<file path="src/design/sct_pkg.sv">
// Shared types and fixed-point constants for the Taylor-series sine/cosine block.
// No dependencies; every other file of the block imports this package.
package sct_pkg;

  // Default values of the top-level parameters
  localparam int TERMS_DEF       = 16;
  localparam int ANGLE_FRAC_DEF  = 24;
  localparam int RESULT_FRAC_DEF = 30;

  // Port widths
  localparam int ANGLE_W = 32;
  localparam int VALUE_W = 32;

  // Working format: Q50 unsigned magnitudes, independent of the parameters
  localparam int WORK_FRAC = 50;
  localparam int U_W       = 53;  // reduced angle, below 2*pi
  localparam int X2_W      = 56;  // square of the reduced angle
  localparam int T_W       = 57;  // one series term
  localparam int P_W       = 62;  // term times x squared, before the divide
  localparam int RECIP_W   = 63;  // reciprocal of a divisor, P_W + 1 bits
  localparam int SUM_W     = 60;  // signed running sum
  localparam int REM_W     = 64;  // angle magnitude with 32 extra fraction bits

  // Two pi with 60 fraction bits
  localparam logic [REM_W-1:0] TWO_PI_Q60 = 64'h6487ED5110B4611A;

  // One in the term format
  localparam logic [T_W-1:0] T_ONE = T_W'(1) << WORK_FRAC;

  // Function select codes
  typedef enum logic {
    OP_SIN = 1'b0,
    OP_COS = 1'b1
  } sct_op_t;

  // Per-beat control carried alongside the data
  typedef struct packed {
    logic cos;  // cosine selected
    logic neg;  // input angle was negative
  } sct_tag_t;

endpackage

</file>
<file path="src/design/sct_finish.sv">
// Back end: add the last term, round the sum to the result format, saturate, sign.
// Depends on sct_pkg. Three stages; the result leaves combinationally from the last.
module sct_finish import sct_pkg::*; #(
  parameter int TERMS            = TERMS_DEF,
  parameter int RESULT_FRAC_BITS = RESULT_FRAC_DEF
) (
  input  logic                      clk,
  input  logic                      rst,
  input  logic                      en,
  input  logic                      in_valid,
  input  sct_tag_t                  in_tag,
  input  logic [T_W-1:0]            in_t,
  input  logic signed [SUM_W-1:0]   in_sum,
  output logic                      out_valid,
  output logic signed [VALUE_W-1:0] out_value
);

  localparam bit SUB   = ((TERMS - 1) % 2) != 0;
  localparam int DROP  = WORK_FRAC - RESULT_FRAC_BITS;
  localparam int RND_W = SUM_W + 1;
  localparam int RN_W  = RND_W - DROP;
  localparam int RS_W  = RESULT_FRAC_BITS + 1;
  localparam logic [RND_W-1:0] HALF  = RND_W'(1) << (DROP - 1);
  localparam logic [RN_W-1:0]  ONE_R = RN_W'(1) << RESULT_FRAC_BITS;

  logic signed [SUM_W-1:0] tx;
  logic                    v0, v1;
  sct_tag_t                tag0;
  logic signed [SUM_W-1:0] fsum;
  logic                    rneg1, rneg2;
  logic [SUM_W-1:0]        smag;
  logic [RN_W-1:0]         rr;
  logic [RND_W-1:0]        rsum;
  logic [RS_W-1:0]         rsat;
  logic [VALUE_W-1:0]      mag_v;

  assign tx   = $signed({{(SUM_W - T_W){1'b0}}, in_t});
  assign rsum = RND_W'(smag) + HALF;

  always_ff @(posedge clk) begin
    if (rst) begin
      v0        <= 1'b0;
      v1        <= 1'b0;
      out_valid <= 1'b0;
    end else if (en) begin
      v0        <= in_valid;
      v1        <= v0;
      out_valid <= v1;
    end
  end

  always_ff @(posedge clk) begin
    if (en) begin
      // Add the last term
      fsum  <= SUB ? (in_sum - tx) : (in_sum + tx);
      tag0  <= in_tag;
      // Split into magnitude and sign; sine of a negative angle flips
      smag  <= fsum[SUM_W-1] ? (~fsum + 1'b1) : fsum;
      rneg1 <= fsum[SUM_W-1] ^ (!tag0.cos && tag0.neg);
      // Round half away from zero
      rr    <= rsum[DROP +: RN_W];
      rneg2 <= rneg1;
    end
  end

  // Saturate to one and apply the sign; a zero magnitude stays zero
  assign rsat      = (rr > ONE_R) ? ONE_R[RS_W-1:0] : rr[RS_W-1:0];
  assign mag_v     = VALUE_W'(rsat);
  assign out_value = rneg2 ? (~mag_v + 1'b1) : mag_v;

endmodule

</file>
<file path="config.mk">
export PLATFORM = sky130hd
export DESIGN_NAME = sct_finish
export DESIGN_NICKNAME = d
export VERILOG_FILES = /design/src/design/sct_pkg.sv /design/src/design/sct_finish.sv
export SDC_FILE = /design/constraint.sdc
export NUM_CORES = 1
export LEC_CHECK = 0
export BUFFER_PORTS_ARGS = -buffer_cell sky130_fd_sc_hd__buf_2
export CAP_MARGIN = 40
export CELL_PAD_IN_SITES_DETAIL_PLACEMENT = 0
export CELL_PAD_IN_SITES_GLOBAL_PLACEMENT = 1
export CORE_UTILIZATION = 40
export DETAILED_ROUTE_END_ITERATION = 16
export PLACE_DENSITY_LB_ADDON = 0.3
export SYNTH_ARGS = -nofsm -noshare
export SYNTH_HDL_FRONTEND = slang
export SYNTH_SLANG_ARGS = --single-unit
</file>
<file path="constraint.sdc">
create_clock -name clk -period 6.7 [get_ports clk]
set_input_delay 1.34 -clock clk [delete_from_list [all_inputs] [get_ports clk]]
set_output_delay 1.34 -clock clk [all_outputs]
set_load 0.01 [all_outputs]
</file>
==> metrics <==
CP max FO 22; Initial Util 40.6%; Sink Count 149; CP max stage delay 0.60 ns; placer's final routability congestion estimate 0.838; initial antenna violation count 0; Critical Path End Type output pin; DPL Wire Length 17800 um; crit-path cells or4_1, or4b_1, or4b_1, nor3b_2, a41oi_1, nor2_2, nand2_1, ha_1, nand2_1, o31ai_1, xor2_1, o21ai_0, buf_2; Power, Total 0.00301 W; core area 26900 um^2; final setup fails 0; Detail Route Antenna Nets 0; startpoint types flop; Leakage 5.36 nW; fraction of the yosys area taken by sequential cells 40.8%; WP data arrival 4.82 ns; unrepaired setup endpoints after global routing false; ys async rst share 0%; first-pass GRT wire length 37500 um; Slew Viols, Final 0; detailed router's first-iteration violation count 517; Worst-Skew Late Latency 0.41 ns; Vias/cell 5.13; required time worst endpoint 5.36 ns; Final nets 1488; area growth from synthesis to layout 16.3%; routed length per instance 13.3 um; CTS tree built; CTS H-Tree Depth 4; Die ar. 27900 um^2; EDFF count, synth 146; DRC viols 0; actual slew at the worst max-slew pin 1.01 ns; dominant synthesized flop cell edfxtp_1; critical path class reg -> out; layout cells sized above 1 15.9%; post-synthesis cell area 10900 um^2; DRT Wirelength 22100 um; Antenna Cells 0; # Post-CTS Setup Buffers 0; synthesis-stage register bit count 149; 1st-pass router iterations 5; commonest non-fill, non-tap cell in the layout buf_2; Worst Path Buf+Inv 1; number of buffers created by CTS 17; io pins 156; setup tns final 0 ns; cell family with most CP delay simple AND/OR/NAND/NOR gates; buffer depth of the longest clock path 2; post-place setup slack 0.854 ns; Root Driver clkbuf_16; final hold vios 0; Worst Hold Class reg -> reg; vias 8504; synthesized net count 1355; Clock Skews 0.0105 ns; Total GRT Usage 16.2%; slowest CP cell or4_1; setup ws final 0.544 ns; min Tclk post-route 6.16 ns; power per cell area 238 nW/um^2; yosys warns 0; standard-cell rows 60; filler instances 2606; maximum VDD drop 0.182 mV; max frequency 162 MHz; commonest non-fill, non-tap cells in the layout buf_2, edfxtp_1, nand2_1; number of port buffers 155; Clock transition at path regs 0.06 ns; die width 167 um; status finished clean; slew margin rel. 30.8%; Die Ht 167 um; syn avg cell area 9.30 um^2; Congestion Overflow GR 0; max-cap violation count 0; Unique masters post-synth 71; FF-to-FF setup slack 2.97 ns; final period utilization 91.9%; number of global-route vias before repair 7921; largest net degree at the start of global routing 55; post-synthesis cell count 1172
==> kinds of logic after synthesis <==
kind of cell / count (synthesis) / synth area share [%]
AND/OR/NAND/NOR: 381 / 17.6
AO/OA/AOI/OAI: 298 / 17.6
XOR/XNOR: 151 / 12.1
flip-flops: 149 / 40.8
buffers and inverters: 127 / 4.43
adder cells (fa/ha/maj): 60 / 6.95
multiplexers: 6 / 0.562
==> synthesized netlist by cell type, types with 3 or more instances <==
| master | count | share of area [%] |
|---|---|---|
| nand3b_1 | 3 | 0.21 |
| nand4_1 | 19 | 1.1 |
| mux2i_1 | 5 | 0.46 |
| and4_1 | 4 | 0.32 |
| o41ai_1 | 7 | 0.56 |
| or2_2 | 7 | 0.40 |
| a211oi_1 | 5 | 0.34 |
| nor2_1 | 78 | 2.7 |
| inv_1 | 79 | 2.7 |
| dfxtp_1 | 3 | 0.55 |
| ha_1 | 59 | 6.8 |
| or4_1 | 5 | 0.34 |
| nand2b_1 | 9 | 0.52 |
| or3_1 | 10 | 0.57 |
| a21oi_1 | 87 | 4.0 |
| o211ai_1 | 7 | 0.48 |
| a21o_1 | 43 | 3.0 |
| nor4_1 | 12 | 0.69 |
| a41oi_1 | 5 | 0.40 |
| o21ai_0 | 68 | 3.1 |
| nand2_1 | 114 | 3.9 |
| edfxtp_1 | 146 | 40 |
| nor3_1 | 33 | 1.5 |
| and2_1 | 5 | 0.29 |
| o31a_1 | 4 | 0.32 |
| nor2b_1 | 10 | 0.57 |
| a2111oi_0 | 4 | 0.32 |
| a21boi_0 | 3 | 0.21 |
| nand3_1 | 37 | 1.7 |
| clkbuf_1 | 42 | 1.4 |
| xor2_1 | 48 | 3.9 |
| o211a_1 | 4 | 0.37 |
| o31ai_1 | 17 | 1.2 |
| xnor2_1 | 103 | 8.3 |
| o21bai_1 | 13 | 0.89 |
| o21a_1 | 6 | 0.41 |
| and3_1 | 19 | 1.1 |
| buf_2 | 5 | 0.23 |
| a31oi_1 | 5 | 0.29 |
==> metal layers <==
metal  GRT usage [%]  share of wire [%]  vias to the layer above
met2            24.2                 41                      172
met5               0                  0                        -
li1                -                  -                     4542
met1            24.3                 54                     3781
met3            2.43                3.4                        9
met4            3.82               0.65                        0
==> per-stage QoR <==
step | cell area [um^2] | instances | util (%) | hold slack, ns
after floorplan | 10900 | 1172 | - | 0.400
after global placement | 11900 | 1622 | 44.4 | 0.404
after detailed placement | 12000 | 1627 | 44.8 | 0.416
after CTS | 12700 | 1659 | 47.2 | 0.422
after global routing | 12700 | 1659 | 47.2 | 0.426
final | 12700 | 1659 | 47.2 | 0.420
==> registers in the layout, summed over array words and instances, names as in the netlist <==
name       cells
rr            41
rneg1          1
rneg2          1
out_valid      1
tag0           2
smag          41
v1             1
v0             1
fsum          60
==> power by group <==
part           internal [W]  switching, W
logic              0.000297      0.000350
registers           0.00123      0.000117
clock network      0.000666      0.000357
==> final timing paths <==
check,start,end,depth (start not counted)
worst max register to register,fsum[12],smag[58],9
worst max-delay path,rr[2],out_value[20],13
worst min register to register,rneg1,rneg2,0
worst min-delay path,rneg1,rneg2,0
==> final cells by class <==
cell class / count / area, um^2 / area share, %
Tap cell: 341 / 427 / 3.36
Clock buffer: 18 / 429 / 3.38
Clock inverter: 14 / 221 / 1.75
Timing Repair Buffer: 162 / 886 / 6.98
Inverter: 79 / 297 / 2.34
Sequential cell: 149 / 4440 / 35.0
Multi-Input combinational cell: 896 / 5980 / 47.1
==> what timing repair did <==
| action | CTS | global route |
|---|---|---|
| setup endpoints to repair | 0 | 1 |
| resized for setup | 0 | 1 |
| hold buffers | 0 | 0 |
| endpoints found under the hold margin | 0 | 0 |
Note: power is estimated with default switching activity, not from simulation.
